===== config.mk =====
export PLATFORM = sky130hd
export DESIGN_NAME = plsm_sequencer
export DESIGN_NICKNAME = d
export VERILOG_FILES = /design/src/sv/plsm_pkg.sv /design/src/sv/plsm_sequencer.sv
export SDC_FILE = /design/constraint.sdc
export NUM_CORES = 1
export LEC_CHECK = 0
export ABC_CLOCK_PERIOD_IN_PS = 2200
export BUFFER_PORTS_ARGS = -buffer_cell sky130_fd_sc_hd__clkbuf_2
export CAP_MARGIN = 20
export CORE_AREA = 2 2 39 41
export DETAILED_ROUTE_END_ITERATION = 12
export DIE_AREA = 0 0 41 43
export GPL_ROUTABILITY_DRIVEN = 0
export PLACE_DENSITY = 0.69
export RECOVER_POWER = 100
export SLEW_MARGIN = 20
export SYNTH_ARGS = -nofsm -noshare
export SYNTH_HDL_FRONTEND = slang
export SYNTH_SLANG_ARGS = --single-unit

===== constraint.sdc =====
create_clock -name clk -period 2.2 [get_ports clk]
set_input_delay 0.33 -clock clk [delete_from_list [all_inputs] [get_ports clk]]
set_output_delay 0.33 -clock clk [all_outputs]
set_load 0.02 [all_outputs]

===== src/sv/plsm_pkg.sv =====
// Shared types, constants and microcode table for the PID line steering mixer.
// No dependencies. Used by plsm_sequencer, plsm_datapath and the top level.
package plsm_pkg;

    localparam int SUM_WIDTH_DEF = 24;

    // configuration register indexes
    localparam logic [7:0] REG_WHITE  = 8'd0;
    localparam logic [7:0] REG_TARGET = 8'd1;
    localparam logic [7:0] REG_POWER  = 8'd2;
    localparam logic [7:0] REG_PGAIN  = 8'd3;
    localparam logic [7:0] REG_IGAIN  = 8'd4;
    localparam logic [7:0] REG_DGAIN  = 8'd5;

    // configuration reset values
    localparam logic [7:0]        WHITE_RST  = 8'd100;
    localparam logic [7:0]        TARGET_RST = 8'd40;
    localparam logic signed [7:0] POWER_RST  = 8'sd60;
    localparam logic [15:0]       PGAIN_RST  = 16'd640;
    localparam logic [15:0]       IGAIN_RST  = 16'd655;
    localparam logic [15:0]       DGAIN_RST  = 16'd1280;

    localparam int STEER_LIMIT = 80;
    localparam int POWER_LIMIT = 100;
    localparam int MIN_DRIVE   = 5;
    // x / 100 == (x * 5243) >> 19 for 0 <= x <= 10000
    localparam int RECIP_100   = 5243;
    localparam int RECIP_SHIFT = 19;

    localparam int STEP_W = 4;
    localparam logic [STEP_W-1:0] STEP_IDLE = 4'd0;
    localparam logic [STEP_W-1:0] STEP_OUT  = 4'd9;
    localparam logic [STEP_W-1:0] STEP_LAST = 4'd9;

    typedef struct packed {
        logic [7:0]        white;
        logic [7:0]        target;
        logic signed [7:0] base_power;
        logic [15:0]       p_gain;
        logic [15:0]       i_gain;
        logic [15:0]       d_gain;
    } cfg_t;

    typedef enum logic [2:0] {
        MA_PGAIN, MA_DGAIN, MA_IGAIN, MA_POWER, MA_RECIP
    } mul_a_t;

    typedef enum logic [2:0] {
        MB_ERR, MB_DIFF, MB_SUMLO, MB_SUMHI, MB_FACTOR, MB_ABS
    } mul_b_t;

    typedef enum logic [1:0] {
        ACC_HOLD, ACC_LOAD, ACC_ADD
    } acc_op_t;

    typedef enum logic [1:0] {
        SH_NONE, SH_BYTE, SH_HALF
    } acc_sh_t;

    typedef enum logic [1:0] {
        COND_NONE, COND_NO_IN, COND_OUT_FULL
    } cond_t;

    typedef struct packed {
        logic              in_rdy;
        logic              mul_en;
        mul_a_t            mul_a;
        mul_b_t            mul_b;
        acc_op_t           acc_op;
        acc_sh_t           acc_sh;
        logic              upd_sum;
        logic              ld_steer;
        logic              ld_sign;
        logic              ld_out;
        cond_t             cond;
        logic [STEP_W-1:0] target;
    } ucw_t;

    typedef struct packed {
        logic in_fire;
        logic out_full;
    } seq_stat_t;

    function automatic ucw_t ucode(input logic [STEP_W-1:0] step);
        ucw_t w;
        w = '0;
        w.mul_a  = MA_PGAIN;
        w.mul_b  = MB_ERR;
        w.acc_op = ACC_HOLD;
        w.acc_sh = SH_NONE;
        w.cond   = COND_NONE;
        unique case (step)
            4'd0:
            begin
                w.in_rdy = 1'b1;
                w.cond   = COND_NO_IN;
                w.target = STEP_IDLE;
            end
            4'd1:
            begin
                w.upd_sum = 1'b1;
                w.mul_en  = 1'b1;
                w.mul_a   = MA_PGAIN;
                w.mul_b   = MB_ERR;
            end
            4'd2:
            begin
                w.acc_op = ACC_LOAD;
                w.acc_sh = SH_BYTE;
                w.mul_en = 1'b1;
                w.mul_a  = MA_DGAIN;
                w.mul_b  = MB_DIFF;
            end
            4'd3:
            begin
                w.acc_op = ACC_ADD;
                w.acc_sh = SH_BYTE;
                w.mul_en = 1'b1;
                w.mul_a  = MA_IGAIN;
                w.mul_b  = MB_SUMLO;
            end
            4'd4:
            begin
                w.acc_op = ACC_ADD;
                w.acc_sh = SH_NONE;
                w.mul_en = 1'b1;
                w.mul_a  = MA_IGAIN;
                w.mul_b  = MB_SUMHI;
            end
            4'd5:
            begin
                w.acc_op = ACC_ADD;
                w.acc_sh = SH_HALF;
            end
            4'd6:
            begin
                w.ld_steer = 1'b1;
            end
            4'd7:
            begin
                w.mul_en = 1'b1;
                w.mul_a  = MA_POWER;
                w.mul_b  = MB_FACTOR;
            end
            4'd8:
            begin
                w.ld_sign = 1'b1;
                w.mul_en  = 1'b1;
                w.mul_a   = MA_RECIP;
                w.mul_b   = MB_ABS;
            end
            4'd9:
            begin
                w.ld_out = 1'b1;
                w.cond   = COND_OUT_FULL;
                w.target = STEP_OUT;
            end
            default:
            begin
                w.cond   = COND_NONE;
            end
        endcase
        return w;
    endfunction

endpackage


===== src/sv/plsm_sequencer.sv =====
// Step counter and microcode fetch for the PID line steering mixer.
// Depends on plsm_pkg (control word type and the microcode table).
module plsm_sequencer
    import plsm_pkg::*;
(
    input  logic      clk,
    input  logic      rst_n,
    input  seq_stat_t stat,
    output ucw_t      cw
);

    logic [STEP_W-1:0] step_reg;
    logic [STEP_W-1:0] step_next;
    logic              jump;

    assign cw = ucode(step_reg);

    always_comb
    begin
        unique case (cw.cond)
            COND_NO_IN:    jump = !stat.in_fire;
            COND_OUT_FULL: jump = stat.out_full;
            default:       jump = 1'b0;
        endcase
    end

    always_comb
    begin
        priority if (jump)
            step_next = cw.target;
        else if (step_reg == STEP_LAST)
            step_next = STEP_IDLE;
        else
            step_next = step_reg + 1'b1;
    end

    always_ff @(posedge clk or negedge rst_n)
    begin
        if (!rst_n)
            step_reg <= STEP_IDLE;
        else
            step_reg <= step_next;
    end

endmodule


-- Word-level counts from Yosys, hierarchy flattened
Cells that the tools add are included.
- flip-flop bits (word level): 4
- latch bits: 0
- memory bits (writable): 0
- memory bits (read-only): 0
- output and inout bits: 22
- logic and storage cells: 27
- memories kept: 0
- $add $sub $neg: 1
- multipliers: 0
- divide/modulo/power cells: 0
- $lt $le $gt $ge: 0
- equal/unequal tests: 11
- shift operators: 0
- muxes and demuxes: 12
- bitwise logic cells: 0
- reduce and logical (&&, ||, !) cells: 2
- operator list (cell ; number):
    7-bit case mux with 6 select lines ; 1
    4-bit by 3-bit == test with 1-bit output, second input constant ; 4
    4-bit case mux with 4 select lines ; 1
    4-bit two-way mux ; 3
    4-bit by 2-bit == test with 1-bit output, second input constant ; 2
    4-bit == test, second input constant ; 2
    1-bit two-way mux ; 5
    4-bit by 1-bit adder with 4-bit output, second input constant ; 1
    4-bit by 1-bit == test with 1-bit output, second input constant ; 1
    4-bit logical NOT ; 1
    2-bit case mux with 2 select lines ; 1
    2-bit by 1-bit == test with 1-bit output, second input constant ; 1
    2-bit == test, second input constant ; 1
    1-bit case mux with 2 select lines ; 1
    1-bit logical NOT ; 1

-- Depth between registers and ports, before layout
- depth after elaboration: 5
- depth in mapped cells: 7
- gate-level depth less buffers: 7

-- Worst setup path before layout
No wires, ideal clock.
- path kind: register to output
- start: reg step_reg[0]
- end: out cw[16] (netlist bit)
- data arrival time: 1.755 ns
- data required time: 1.870 ns
- setup slack: 0.115 ns
- cell stages (with the launch flop): 4
- path buffers: 1
- cell sequence: dfrtp_1 buf_6 nor4b_1 o21bai_1
- RTL lines (element ; RTL line ; source):
    start, declared ; plsm_sequencer.sv:12 ; logic [STEP_W-1:0] step_reg;
    start signal, assigned ; plsm_sequencer.sv:42 ; step_reg <= step_next;
    end, declared ; plsm_sequencer.sv:9 ; output ucw_t cw

==> metrics <==
status=finished, final reports clean; Clock transition at path regs=0.04 ns; Startpoint Class=flop; Setup crit end kind=primary output; Yosys cell types=35; RSZ-0062 raised after global routing=false; Seq. cell area=100 sq um; WL met2=521 um; Detail Route Antenna Nets=0; Syn Area/Cell=8.23 sq um; postcts setup bufs=0; antenna cells=0; layout cells sized above 1=24.4%; CP Class=reg2out; Skew-Pair Late Insertion Delay=0.24 ns; antenna violations before repair=0; Initial Util=36.3%; Synth area leader=dfrtp_1; Max VDD drop=656 uV; CP Max Fanout=11; sequential share of the synthesized area=20.0%; Commonest cells post-synth=buf_4, a21oi_1, dfrtp_1, nand2_1; CTS tree=done; Vias=502; yosys warns=0; Netlist Area Pre-Place=502 sq um; core area=1380 sq um; DR WL/cell=11.6 um; drt total wl=1140 um; final setup vio count=0; routed wl met3=95 um; Final Skew=0.00213 ns; top-count cell post-synth=buf_4; TritonCTS Sinks=4; async set-reset flop share out of synthesis=100%; post-route minimum period=2.05 ns; NumNets Final=90; vias per inst=5.12; root buf cell=clkbuf_4; fin crit share=93.3%; Cells after Synth=61; filler instances=165; post-synth top area share=20.0%; total negative slack=0 ns; DRT iter0 DRCs=4; gr ovfl total=0; Top Ports=26; die width=41 um; # DRC=0; Detailed Routing Iterations Pass 1=4; Post-DP HPWL=815 um; Overall Global Routing Usage=15.7%; Max Cap Viol=0; port bufs=23; first-pass GRT wire length=1840 um; H-tree depth=1; Max Buffers Root-to-Sink=2; Pwr Total=1.07 mW; Final Hold Viols=0; synthesis-stage register bit count=4; Final Max Tran Viols=0; CP arrival=1.72 ns; Max Freq=0.487 GHz; Pwr Density=1800 nW/um^2; top_reg_cell synth=dfrtp_1; worst-path cell chain=nand2b_2 -> or3b_1 -> inv_2 -> clkbuf_1; max FFs per register=4; Resized Gates After CTS=0; crit-path max cell delay=0.55 ns; EDFF count, synth=0; Req. time, crit path=1.87 ns; Hold WC Path Type=in2async; Leakage Power=0.255 nW; vias in the first global route=443; WL met1=504 um; multi-input combinational cell area=314 sq um; row cnt=14; Area growth, synth to finish=18.2%; DIE HEIGHT=43 um; Inserted Clock Buffers=3; highest routed layer=met4; Synth area leaders=dfrtp_1, buf_4, ha_1; Worst path slowest cell=dfrtp_1; cts hold-fix bufs=1; largest net degree at the start of global routing=16; die area=1760 sq um
## path summary, 6_finish.rpt
path                                        from               endpoint  slack, ns  cells past startpoint
max                        step_reg[0]$_DFF_PN0_                  cw[5]       0.15                      4
min in group clk                         stat[0]  step_reg[0]$_DFF_PN0_       0.52                      4
min reg2reg                step_reg[1]$_DFF_PN0_  step_reg[1]$_DFF_PN0_       0.65                      2
max in group asynchronous                  rst_n  step_reg[2]$_DFF_PN0_       1.58                      2
min                                        rst_n  step_reg[3]$_DFF_PN0_       0.45                      2
max reg2reg                step_reg[0]$_DFF_PN0_  step_reg[0]$_DFF_PN0_       0.24                      7
## per-layer routing
metal | up-vias | global-route usage (%)
met5 | - | 0
met4 | 0 | 10.0
met3 | 2 | 4.71
met2 | 27 | 22.8
met1 | 227 | 19.3
li1 | 246 | -
## cell type report
type | instances | share of cell area, %
tap | 16 | 3.38
clock buffer | 3 | 3.80
timing repair buffer | 27 | 21.1
sequential | 4 | 16.9
multi-input combinational | 45 | 53.0
inverter | 3 | 1.90
## power breakdown
part,switching [mW],leakage (nW),total [mW],internal [mW]
Combinational,0.515,0.193,0.808,0.293
Sequential,0.0601,0.0488,0.171,0.111
Clock,0.0296,0.0138,0.0906,0.0610
Total,0.604,0.255,1.07,0.465
## per-stage QoR
step | hold slack, ns | util (%) | setup WS, ns | std cells | cell area [sq um]
3_5_place_dp | 0.137 | 42.7 | 0.280 | 94 | 591
2_1_floorplan | 0.0344 | - | 0.115 | 62 | 505
3_3_place_gp | 0.137 | 42.7 | 0.308 | 94 | 591
5_1_grt | 0.470 | 42.9 | 0.0292 | 98 | 593
6_report | 0.447 | 42.9 | 0.148 | 98 | 593
4_1_cts | 0.428 | 45.0 | 0.142 | 98 | 623
## worst max-delay path, delay by kind of cell, from the launching register on
family        cells  cell delay [ns]
flops             1             0.55
simple gates      2             0.55
buf+inv           2             0.39
## cells in the final DEF (no fill, tap or decap), types with 2 or more instances in the layout
cell type and n:
a21oi_1 4, buf_4 2, clkbuf_1 16, clkbuf_2 8, clkbuf_4 3, conb_1 2
dfrtp_1 4, ha_1 2, inv_1 2, nand2_1 4, nand2b_1 2, nand3b_1 2
nor2_1 2, nor3_1 2, nor3b_1 2, nor4b_1 2, o21ai_0 2, o21bai_1 2
## cell families after synthesis
| kind of cell | Yosys count | share of synthesized area (%) |
|---|---|---|
| AOI/OAI and AO/OA | 16 | 23.4 |
| xor gates and xnor gates | 1 | 1.75 |
| adders and majority gates | 2 | 4.99 |
| buffers and inverters | 13 | 16.7 |
| DFF | 4 | 20.0 |
| other | 1 | 0.747 |
| and+or+nand+nor | 24 | 32.4 |
No activity file was read; power rests on OpenSTA's default activity.
