<file path="src/sv/plsm_pkg.sv">
// Shared types, constants and microcode table for the PID line steering mixer.
// No dependencies. Used by plsm_sequencer, plsm_datapath and the top level.
package plsm_pkg;

    localparam int SUM_WIDTH_DEF = 24;

    // configuration register indexes
    localparam logic [7:0] REG_WHITE  = 8'd0;
    localparam logic [7:0] REG_TARGET = 8'd1;
    localparam logic [7:0] REG_POWER  = 8'd2;
    localparam logic [7:0] REG_PGAIN  = 8'd3;
    localparam logic [7:0] REG_IGAIN  = 8'd4;
    localparam logic [7:0] REG_DGAIN  = 8'd5;

    // configuration reset values
    localparam logic [7:0]        WHITE_RST  = 8'd100;
    localparam logic [7:0]        TARGET_RST = 8'd40;
    localparam logic signed [7:0] POWER_RST  = 8'sd60;
    localparam logic [15:0]       PGAIN_RST  = 16'd640;
    localparam logic [15:0]       IGAIN_RST  = 16'd655;
    localparam logic [15:0]       DGAIN_RST  = 16'd1280;

    localparam int STEER_LIMIT = 80;
    localparam int POWER_LIMIT = 100;
    localparam int MIN_DRIVE   = 5;
    // x / 100 == (x * 5243) >> 19 for 0 <= x <= 10000
    localparam int RECIP_100   = 5243;
    localparam int RECIP_SHIFT = 19;

    localparam int STEP_W = 4;
    localparam logic [STEP_W-1:0] STEP_IDLE = 4'd0;
    localparam logic [STEP_W-1:0] STEP_OUT  = 4'd9;
    localparam logic [STEP_W-1:0] STEP_LAST = 4'd9;

    typedef struct packed {
        logic [7:0]        white;
        logic [7:0]        target;
        logic signed [7:0] base_power;
        logic [15:0]       p_gain;
        logic [15:0]       i_gain;
        logic [15:0]       d_gain;
    } cfg_t;

    typedef enum logic [2:0] {
        MA_PGAIN, MA_DGAIN, MA_IGAIN, MA_POWER, MA_RECIP
    } mul_a_t;

    typedef enum logic [2:0] {
        MB_ERR, MB_DIFF, MB_SUMLO, MB_SUMHI, MB_FACTOR, MB_ABS
    } mul_b_t;

    typedef enum logic [1:0] {
        ACC_HOLD, ACC_LOAD, ACC_ADD
    } acc_op_t;

    typedef enum logic [1:0] {
        SH_NONE, SH_BYTE, SH_HALF
    } acc_sh_t;

    typedef enum logic [1:0] {
        COND_NONE, COND_NO_IN, COND_OUT_FULL
    } cond_t;

    typedef struct packed {
        logic              in_rdy;
        logic              mul_en;
        mul_a_t            mul_a;
        mul_b_t            mul_b;
        acc_op_t           acc_op;
        acc_sh_t           acc_sh;
        logic              upd_sum;
        logic              ld_steer;
        logic              ld_sign;
        logic              ld_out;
        cond_t             cond;
        logic [STEP_W-1:0] target;
    } ucw_t;

    typedef struct packed {
        logic in_fire;
        logic out_full;
    } seq_stat_t;

    function automatic ucw_t ucode(input logic [STEP_W-1:0] step);
        ucw_t w;
        w = '0;
        w.mul_a  = MA_PGAIN;
        w.mul_b  = MB_ERR;
        w.acc_op = ACC_HOLD;
        w.acc_sh = SH_NONE;
        w.cond   = COND_NONE;
        unique case (step)
            4'd0:
            begin
                w.in_rdy = 1'b1;
                w.cond   = COND_NO_IN;
                w.target = STEP_IDLE;
            end
            4'd1:
            begin
                w.upd_sum = 1'b1;
                w.mul_en  = 1'b1;
                w.mul_a   = MA_PGAIN;
                w.mul_b   = MB_ERR;
            end
            4'd2:
            begin
                w.acc_op = ACC_LOAD;
                w.acc_sh = SH_BYTE;
                w.mul_en = 1'b1;
                w.mul_a  = MA_DGAIN;
                w.mul_b  = MB_DIFF;
            end
            4'd3:
            begin
                w.acc_op = ACC_ADD;
                w.acc_sh = SH_BYTE;
                w.mul_en = 1'b1;
                w.mul_a  = MA_IGAIN;
                w.mul_b  = MB_SUMLO;
            end
            4'd4:
            begin
                w.acc_op = ACC_ADD;
                w.acc_sh = SH_NONE;
                w.mul_en = 1'b1;
                w.mul_a  = MA_IGAIN;
                w.mul_b  = MB_SUMHI;
            end
            4'd5:
            begin
                w.acc_op = ACC_ADD;
                w.acc_sh = SH_HALF;
            end
            4'd6:
            begin
                w.ld_steer = 1'b1;
            end
            4'd7:
            begin
                w.mul_en = 1'b1;
                w.mul_a  = MA_POWER;
                w.mul_b  = MB_FACTOR;
            end
            4'd8:
            begin
                w.ld_sign = 1'b1;
                w.mul_en  = 1'b1;
                w.mul_a   = MA_RECIP;
                w.mul_b   = MB_ABS;
            end
            4'd9:
            begin
                w.ld_out = 1'b1;
                w.cond   = COND_OUT_FULL;
                w.target = STEP_OUT;
            end
            default:
            begin
                w.cond   = COND_NONE;
            end
        endcase
        return w;
    endfunction

endpackage

</file>
<file path="src/sv/plsm_datapath.sv">
// Datapath of the PID line steering mixer: error/sum state, shared multiplier,
// accumulator, steering scale and output register. Depends on plsm_pkg.
module plsm_datapath
    import plsm_pkg::*;
#(
    parameter int SUM_WIDTH = SUM_WIDTH_DEF
)
(
    input  logic        clk,
    input  logic        rst_n,
    input  ucw_t        cw,
    input  cfg_t        cfg,
    input  logic        in_fire,
    input  logic [7:0]  sample,
    input  logic        out_ready,
    output logic        out_valid,
    output logic [23:0] out_data,   // steer_value, left_drive, right_drive
    output logic        out_full
);

    localparam int LO_W  = SUM_WIDTH / 2;
    localparam int HI_W  = SUM_WIDTH - LO_W;
    localparam int MA_W  = 17;
    localparam int MB_W  = (LO_W + 1 > MA_W) ? LO_W + 1 : MA_W;
    localparam int PR_W  = MA_W + MB_W;
    localparam int ACC_W = SUM_WIDTH + 20;
    localparam int Q_W   = ACC_W - 16;

    localparam logic signed [SUM_WIDTH-1:0] SUM_MAX = {1'b0, {(SUM_WIDTH-1){1'b1}}};
    localparam logic signed [SUM_WIDTH-1:0] SUM_MIN = {1'b1, {(SUM_WIDTH-1){1'b0}}};
    localparam logic signed [Q_W-1:0]       Q_HI    = Q_W'(STEER_LIMIT);
    localparam logic signed [Q_W-1:0]       Q_LO    = -Q_HI;
    localparam logic signed [7:0]           PWR_HI  = 8'(POWER_LIMIT);
    localparam logic signed [7:0]           PWR_LO  = -PWR_HI;
    localparam logic signed [7:0]           DRV_MIN = 8'(MIN_DRIVE);

    logic signed [8:0]           err_reg,   err_next;
    logic signed [8:0]           prev_reg;
    logic signed [SUM_WIDTH-1:0] sum_reg,   sum_next;
    logic signed [PR_W-1:0]      prod_reg,  prod_next;
    logic signed [ACC_W-1:0]     acc_reg,   acc_next;
    logic signed [7:0]           steer_reg, steer_next;
    logic                        neg_reg;
    logic                        out_valid_reg;
    logic [23:0]                 out_data_reg;

    logic [7:0]                  capped;
    logic signed [9:0]           diff;
    logic signed [SUM_WIDTH:0]   sum_wide;
    logic signed [MA_W-1:0]      a_op;
    logic signed [MB_W-1:0]      b_op;
    logic signed [PR_W-1:0]      prod_neg;
    logic [13:0]                 abs_val;
    logic signed [ACC_W-1:0]     prod_ext;
    logic signed [ACC_W-1:0]     addend;
    logic signed [ACC_W-1:0]     acc_bias;
    logic signed [Q_W-1:0]       quot;
    logic signed [7:0]           pid;
    logic signed [7:0]           steer_neg;
    logic [6:0]                  steer_abs;
    logic [6:0]                  factor;
    logic signed [7:0]           power;
    logic [6:0]                  q7;
    logic signed [7:0]           scaled;
    logic signed [7:0]           left_raw,  right_raw;
    logic signed [7:0]           left_drv,  right_drv;
    logic                        out_load;

    // error of this tick
    always_comb
    begin
        capped   = (sample > cfg.white) ? cfg.white : sample;
        err_next = $signed({1'b0, cfg.target}) - $signed({1'b0, capped});
    end

    // trapezoidal sum with saturation
    always_comb
    begin
        diff     = {err_reg[8], err_reg} - {prev_reg[8], prev_reg};
        sum_wide = {sum_reg[SUM_WIDTH-1], sum_reg}
                 + {{(SUM_WIDTH-8){err_reg[8]}}, err_reg}
                 + {{(SUM_WIDTH-8){prev_reg[8]}}, prev_reg};
        priority if (sum_wide[SUM_WIDTH] == sum_wide[SUM_WIDTH-1])
            sum_next = sum_wide[SUM_WIDTH-1:0];
        else if (sum_wide[SUM_WIDTH])
            sum_next = SUM_MIN;
        else
            sum_next = SUM_MAX;
    end

    // power clamp and steer magnitude
    always_comb
    begin
        priority if (cfg.base_power > PWR_HI)
            power = PWR_HI;
        else if (cfg.base_power < PWR_LO)
            power = PWR_LO;
        else
            power = cfg.base_power;
        steer_neg = -steer_reg;
        steer_abs = steer_reg[7] ? steer_neg[6:0] : steer_reg[6:0];
        factor    = 7'(POWER_LIMIT) - steer_abs;
    end

    // shared multiplier operands
    always_comb
    begin
        prod_neg = -prod_reg;
        abs_val  = prod_reg[PR_W-1] ? prod_neg[13:0] : prod_reg[13:0];
        unique case (cw.mul_a)
            MA_PGAIN: a_op = {1'b0, cfg.p_gain};
            MA_DGAIN: a_op = {1'b0, cfg.d_gain};
            MA_IGAIN: a_op = {1'b0, cfg.i_gain};
            MA_POWER: a_op = {{(MA_W-8){power[7]}}, power};
            MA_RECIP: a_op = MA_W'(RECIP_100);
            default:  a_op = '0;
        endcase
        unique case (cw.mul_b)
            MB_ERR:    b_op = {{(MB_W-9){err_reg[8]}}, err_reg};
            MB_DIFF:   b_op = {{(MB_W-10){diff[9]}}, diff};
            MB_SUMLO:  b_op = {{(MB_W-LO_W){1'b0}}, sum_reg[LO_W-1:0]};
            MB_SUMHI:  b_op = {{(MB_W-HI_W){sum_reg[SUM_WIDTH-1]}},
                               sum_reg[SUM_WIDTH-1:LO_W]};
            MB_FACTOR: b_op = {{(MB_W-7){1'b0}}, factor};
            MB_ABS:    b_op = {{(MB_W-14){1'b0}}, abs_val};
            default:   b_op = '0;
        endcase
        prod_next = a_op * b_op;
    end

    // accumulator
    always_comb
    begin
        prod_ext = {{(ACC_W-PR_W){prod_reg[PR_W-1]}}, prod_reg};
        unique case (cw.acc_sh)
            SH_BYTE: addend = prod_ext <<< 8;
            SH_HALF: addend = prod_ext <<< LO_W;
            default: addend = prod_ext;
        endcase
        unique case (cw.acc_op)
            ACC_LOAD: acc_next = addend;
            ACC_ADD:  acc_next = acc_reg + addend;
            default:  acc_next = acc_reg;
        endcase
    end

    // divide by 65536 toward zero, clamp, negate
    always_comb
    begin
        acc_bias = acc_reg + (acc_reg[ACC_W-1] ? ACC_W'(65535) : ACC_W'(0));
        quot     = acc_bias[ACC_W-1:16];
        priority if (quot > Q_HI)
            pid = 8'(STEER_LIMIT);
        else if (quot < Q_LO)
            pid = -8'(STEER_LIMIT);
        else
            pid = quot[7:0];
        steer_next = -pid;
    end

    // side scaling and minimum rule
    always_comb
    begin
        q7        = prod_reg[RECIP_SHIFT +: 7];
        scaled    = neg_reg ? -$signed({1'b0, q7}) : $signed({1'b0, q7});
        left_raw  = steer_reg[7] ? scaled : power;
        right_raw = (!steer_reg[7] && steer_reg != 8'sd0) ? scaled : power;
        left_drv  = left_raw;
        right_drv = right_raw;
        priority if (left_raw < DRV_MIN)
            left_drv = DRV_MIN;
        else if (right_raw < DRV_MIN)
            right_drv = DRV_MIN;
    end

    assign out_full  = out_valid_reg && !out_ready;
    assign out_load  = cw.ld_out && !out_full;
    assign out_valid = out_valid_reg;
    assign out_data  = out_data_reg;

    always_ff @(posedge clk or negedge rst_n)
    begin
        if (!rst_n)
        begin
            prev_reg      <= '0;
            sum_reg       <= '0;
            out_valid_reg <= 1'b0;
        end
        else
        begin
            if (cw.upd_sum)
                sum_reg <= sum_next;
            if (cw.ld_steer)
                prev_reg <= err_reg;
            if (out_load)
                out_valid_reg <= 1'b1;
            else if (out_ready)
                out_valid_reg <= 1'b0;
        end
    end

    always_ff @(posedge clk)
    begin
        if (in_fire)
            err_reg <= err_next;
        if (cw.mul_en)
            prod_reg <= prod_next;
        acc_reg <= acc_next;
        if (cw.ld_steer)
            steer_reg <= steer_next;
        if (cw.ld_sign)
            neg_reg <= prod_reg[PR_W-1];
        if (out_load)
            out_data_reg <= {right_drv, left_drv, steer_reg};
    end

endmodule

</file>
<file path="config.mk">
export PLATFORM = sky130hd
export DESIGN_NAME = plsm_datapath
export DESIGN_NICKNAME = d
export VERILOG_FILES = /design/src/sv/plsm_pkg.sv /design/src/sv/plsm_datapath.sv
export SDC_FILE = /design/constraint.sdc
export NUM_CORES = 1
export LEC_CHECK = 0
export ABC_CLOCK_PERIOD_IN_PS = 18300
export BUFFER_PORTS_ARGS = -buffer_cell sky130_fd_sc_hd__buf_2
export CAP_MARGIN = 10
export CORE_ASPECT_RATIO = 2
export CORE_MARGIN = 1.5
export CORE_UTILIZATION = 45
export CTS_BUF_LIST = sky130_fd_sc_hd__clkbuf_8
export DETAILED_ROUTE_END_ITERATION = 12
export GPL_TIMING_DRIVEN = 0
export MAX_ROUTING_LAYER = met4
export PLACE_DENSITY = 0.72
export SLEW_MARGIN = 40
export SYNTH_ARGS = -nofsm -noshare
export SYNTH_HDL_FRONTEND = slang
export SYNTH_SLANG_ARGS = --single-unit
</file>
<file path="constraint.sdc">
create_clock -name clk -period 18.3 [get_ports clk]
set_clock_uncertainty 0.05 [all_clocks]
set_input_delay 3.66 -clock clk [delete_from_list [all_inputs] [get_ports clk]]
set_output_delay 3.66 -clock clk [all_outputs]
set_load 0.01 [all_outputs]
</file>
# ---- Yosys cells after proc, flatten, opt, wreduce, memory -nomap -nowiden
# Index checks and enable logic that the tools add are counted.
dict set report classes {
  n_lt_le_gt_ge 7
  n_mux 21
  eq_ne 14
  reduce_logical 11
  n_addsub 11
  multipliers 1
}
# cell n
set op_table {}
lappend op_table {{case mux 44 bit (2 select lines)} 2}
lappend op_table {{case mux 17 bit (6 select lines)} 1}
lappend op_table {{case mux 17 bit (5 select lines)} 1}
lappend op_table {{two-way mux 8 bit} 10}
lappend op_table {{two-way mux 24 bit} 2}
lappend op_table {{adder 44 x 17 -> 44 bit} 1}
lappend op_table {{adder 44 bit} 1}
lappend op_table {{multiplier 17 x 17 -> 34 bit} 1}
lappend op_table {{greater-than comparator 28 x 8 -> 1 bit, second input constant} 1}
lappend op_table {{less-than comparator 28 x 8 -> 1 bit, second input constant} 1}
lappend op_table {{adder 24 x 9 -> 25 bit} 1}
lappend op_table {{adder 25 bit} 1}
lappend op_table {{less-than comparator 8 x 4 -> 1 bit, second input constant} 2}
lappend op_table {{two-way mux 16 bit} 1}
lappend op_table {{two-way mux 14 bit} 1}
lappend op_table {{negation 14 bit} 1}
lappend op_table {{equality test 3 x 2 -> 1 bit, second input constant} 4}
lappend op_table {{subtractor 9 x 9 -> 10 bit} 1}
lappend op_table {{equality test 3 bit, second input constant} 3}
lappend op_table {{subtractor 8 x 8 -> 9 bit} 1}
lappend op_table {{greater-than comparator 8 bit} 1}
lappend op_table {{greater-than comparator 8 bit, second input constant} 1}
lappend op_table {{less-than comparator 8 bit, second input constant} 1}
lappend op_table {{negation 7 -> 8 bit} 1}
lappend op_table {{14 further kinds} 24}
dict set report word_totals {
  elab_cells 75
  out_inout_bits 26
  regBits 154
}

# ---- Logic depth before layout (Yosys ltp)
dict set report depth {
  ltp_word 7
  mapped_depth 38
  depth_no_buf 37
}

# ---- Worst setup path after synthesis
# No wires, ideal clock.
dict set report synth_timing {
  kind {input port to flip-flop}
  start {input cfg[49] (netlist name)}
  end {register prod_reg[33] (data pin)}
  n_path_buf 1
  required_time_ns 17.990
  setup_ns 0.260
  t_arrival_ns 11.076
  path_slack_ns 6.914
  path_stages 27
  cell_sequence {o21ai_0 > a211oi_1 > or2_2 > nor3_1 > clkbuf_1 > a211oi_1 > nor2_1 > fa_1 > inv_1 > fa_1 > fa_1 > inv_1 > fa_1 > fa_1 > inv_1 > fa_1 > inv_1 > ha_1 > o21a_1 > o21a_1 > o221a_2 > o211ai_1 > o221ai_1 > or4_1 > a31o_2 > a21oi_1 > xnor2_1}
}
dict set report synth_via {
  elab_chain_len 5
  word_cells_on_any_way 6
  classes_between {1 x mul; 2 x order compare; 3 x mux}
}
# item line_no
set synth_rtl {}
lappend synth_rtl {{from (decl)} plsm_datapath.sv:12} ;# input cfg_t cfg,
lappend synth_rtl {{less-than comparator 8 bit} plsm_datapath.sv:96} ;# else if (cfg.base_power < PWR_LO)
lappend synth_rtl {{two-way mux 8 bit} plsm_datapath.sv:96}
lappend synth_rtl {{two-way mux 8 bit (*)} plsm_datapath.sv:94} ;# priority if (cfg.base_power > PWR_HI)
lappend synth_rtl {{case mux 17 bit (5 select lines) (*)} plsm_datapath.sv:110} ;# unique case (cw.mul_a)
lappend synth_rtl {{multiplier 17 x 17 -> 34 bit (*)} plsm_datapath.sv:128} ;# prod_next = a_op * b_op;
lappend synth_rtl {{via prod_next[33]} plsm_datapath.sv:40} ;# logic signed [PR_W-1:0] prod_reg, prod_next;
lappend synth_rtl {{to (signal assigned)} plsm_datapath.sv:207} ;# prod_reg <= prod_next;
lappend synth_rtl {{to (decl)} plsm_datapath.sv:40}
# The timed path passes the listed nets; every way through them passes the cells marked *.
# A chain may end at the register's enable or synchronous reset.

# ---- Worst setup path after layout
dict set report layout_timing {
  start {input cfg[48] (netlist name)}
  end {register prod_reg[33] (data pin)}
}
# Same word-level chain as after synthesis.

==> flow_summary.json <==
{
  "cts_num_sinks": 154,
  "route.vias.total": 21392,
  "end_kind": "flop",
  "via_per_inst": 5.90,
  "cp_max_fo": 10,
  "die_x_um": 169,
  "min_period_ns": 12.51,
  "p_per_area_nw_per_um2": 192,
  "vdd_drop_max_mv": 0.120,
  "synth_cell_type_count": 77,
  "fin_util": 0.494,
  "synth_area_leader_cell": "fa_1",
  "place_congestion": 1.04,
  "fmax_mhz": 79.9,
  "worst_slew_pin_slew_ns": 0.860,
  "power_leakage_uw": 0.0128,
  "drt_pass1_iterations": 5,
  "synth_edf_count": 120,
  "grt_pass1_vias": 22637,
  "rsz0062_at_grt": "false",
  "clockBufferDepth": 3,
  "antenna_found_initial": 3,
  "yosys-top-cells-area": "fa_1 (26%), edfxtp_1 (15%), ha_1 (10%), inv_1 (6.6%), nor2_1 (4.9%)",
  "clk_pin_slew_worst_paths_ns": 0.09,
  "ctsResizeCount": 0,
  "io_buffer_count": 120,
  "cpMostUsedCell": "fa_1",
  "crit_slowest_cell": "o211ai_1",
  "synthFlopType": "edfxtp_1",
  "cp.arrival_ns": 12.75,
  "ys_warn_count": 0,
  "critPathKind": "in2reg",
  "crit_required_ns": 18.54,
  "synth_area_um2": 24700,
  "synth_top_area_frac": 0.260,
  "drc_errors": 0,
  "cts_setup_buffers": 0,
  "grt_max_degree": 35,
  "fp.dieArea_um2": 56300,
  "finalHoldViolCount": 0,
  "cts_root_buf": "clkbuf_8",
  "setup_ws_ns": 5.79,
  "syn_to_final_growth_pct": 8.79,
  "grt_pass1_wl_um": 121000,
  "avgSynthCellArea_um2": 8.86,
  "nets": 3570,
  "drv_slew": 0,
  "drt-wirelength-per-cell_um": 21.6,
  "initial_core_util": 0.454,
  "synth.net_count": 3413,
  "die_h_um": 334,
  "async_flop_share": 0.221,
  "overflow": 0,
  "io_pins": 132,
  "coreArea_um2": 54400,
  "largest_reg_flops": 44,
  "tns_ns": 0,
  "drive_above_1_share": 0.0896,
  "postRouteAntennaNets": 0,
  "ys_seq_elements": 154,
  "critPathMaxStageDelay_ns": 0.61,
  "dpl.hpwl_um": 66100,
  "status": "completed",
  "min_period_over_period": 0.684,
  "first_iter_violations": 1374,
  "grt_usage": 0.295,
  "cts_hold_buf": 0,
  "cap_violations": 0,
  "ys_seq_area_frac": 0.180,
  "synthCells": 2785,
  "cts_tree": "yes",
  "slew_headroom": 0.423,
  "place_ws_ns": 5.31,
  "tritoncts.num_buffers": 25,
  "setup-violations-final": 0,
  "hold_path_class": "reg2reg",
  "clk_latency_ns": 0.56,
  "cts_max_level": 4,
  "worst_setup_path_start_kind": "input pin",
  "drt_wl_total_um": 78300,
  "rows": 121
}
==> worst paths after layout <==
check | end | slack (ns) | startpoint | cells past startpoint
max in group asynchronous | prev_reg[8] | 14.80 | rst_n | 1
min in group asynchronous | sum_reg[8] | 3.01 | rst_n | 1
worst max-delay path | prod_reg[33] | 5.79 | cfg[48] | 28
worst max register to register | prod_reg[33] | 7.96 | err_reg[0] | 34
worst min register to register | out_data[3] | 0.41 | steer_reg[3] | 0
worst min-delay path | out_data[3] | 0.41 | steer_reg[3] | 0
==> through the flow <==
step                std cells  total power (µW)  hold WS, ns  instance area (µm²)
floorplan                2785              3710        0.374                24700
global placement         3581              4700        0.382                26100
detailed placement       3591              4820        0.383                26400
CTS                      3623              5120        0.405                26800
global route             3626              5650        0.428                26900
finish                   3626              5150        0.407                26900
==> area by class of cell <==
cell class / count / area [µm²]
timing repair buffer: 130 / 702
clock inverter: 6 / 26.3
clock buffer: 26 / 358
inverter: 437 / 1640
multi-input combinational: 2096 / 18400
buffer: 98 / 375
tap: 676 / 846
sequential: 154 / 4460
fill: 5138 / 27500
antenna: 3 / 7.51
==> synthesized netlist by cell type, types with 11 or more instances <==
cell      instances
and2_1           20
nand3_1          31
a211oi_1         21
nand2b_1         29
o31ai_1          16
mux2i_1          23
inv_1           436
dfrtp_1          34
mux2_2           37
nor3_1           30
o211ai_1         12
a21o_1           69
ha_1            201
nand4_1          12
or3_1            16
o22ai_1          27
or2_2            18
clkbuf_1         83
xor2_1           52
edfxtp_1        120
a211o_1          11
a31oi_1          18
xnor2_1          85
nand2_1         208
a221oi_1         20
and3_1           13
a22oi_1          33
o21bai_1         12
a21oi_1         137
o21a_1           23
o21ai_0         142
fa_1            321
nor2_1          324
nor2b_1          30
==> report_power, final <==
| part | switching (µW) | internal (µW) |
|---|---|---|
| clock network | 140 | 128 |
| registers | 179 | 620 |
| logic | 2450 | 1630 |
| total | 2770 | 2380 |
==> metal layers <==
layer,share of wire,vias to the layer above,global-route usage
met5,0,-,-
met4,0.11,0,0.276
met3,0.053,411,0.0396
met2,0.52,945,0.530
met1,0.31,10391,0.264
li1,-,9645,-
==> kinds of logic after synthesis <==
group,share of synthesized area
other,0.000152
XOR/XNOR,0.0486
AO/OA/AOI/OAI,0.160
buffers and inverters,0.0817
flip-flops,0.180
adder cells (fa/ha/maj),0.362
multiplexers,0.0271
AND/OR/NAND/NOR,0.139
==> critical path, delay by kind of cell <==
family / cells / cell delay (ns)
XOR/XNOR: 1 / 0.10
adder cells (fa/ha/maj): 7 / 3.34
AO/OA/AOI/OAI: 8 / 2.58
AND/OR/NAND/NOR: 6 / 2.06
buffers and inverters: 6 / 0.95
==> layout by cell type, fill, tap and decap left out, types with 13 or more instances in the layout <==
cell type	count
inv_1	436
fa_1	321
nor2_1	319
nand2_1	208
ha_1	201
o21ai_0	138
a21oi_1	133
buf_2	125
edfxtp_1	120
xnor2_1	84
clkbuf_1	83
a21o_1	69
xor2_1	52
mux2_2	37
a22oi_1	33
dfrtp_1	33
nand3_1	31
nor2b_1	30
nor3_1	30
nand2b_1	29
o22ai_1	27
clkbuf_8	26
mux2i_1	23
o21a_1	23
and2_1	19
or2_2	18
a31oi_1	17
o31ai_1	16
or3_1	16
a211oi_1	16
a221oi_1	14
and3_1	13
Note: power is estimated with default switching activity, not from simulation.
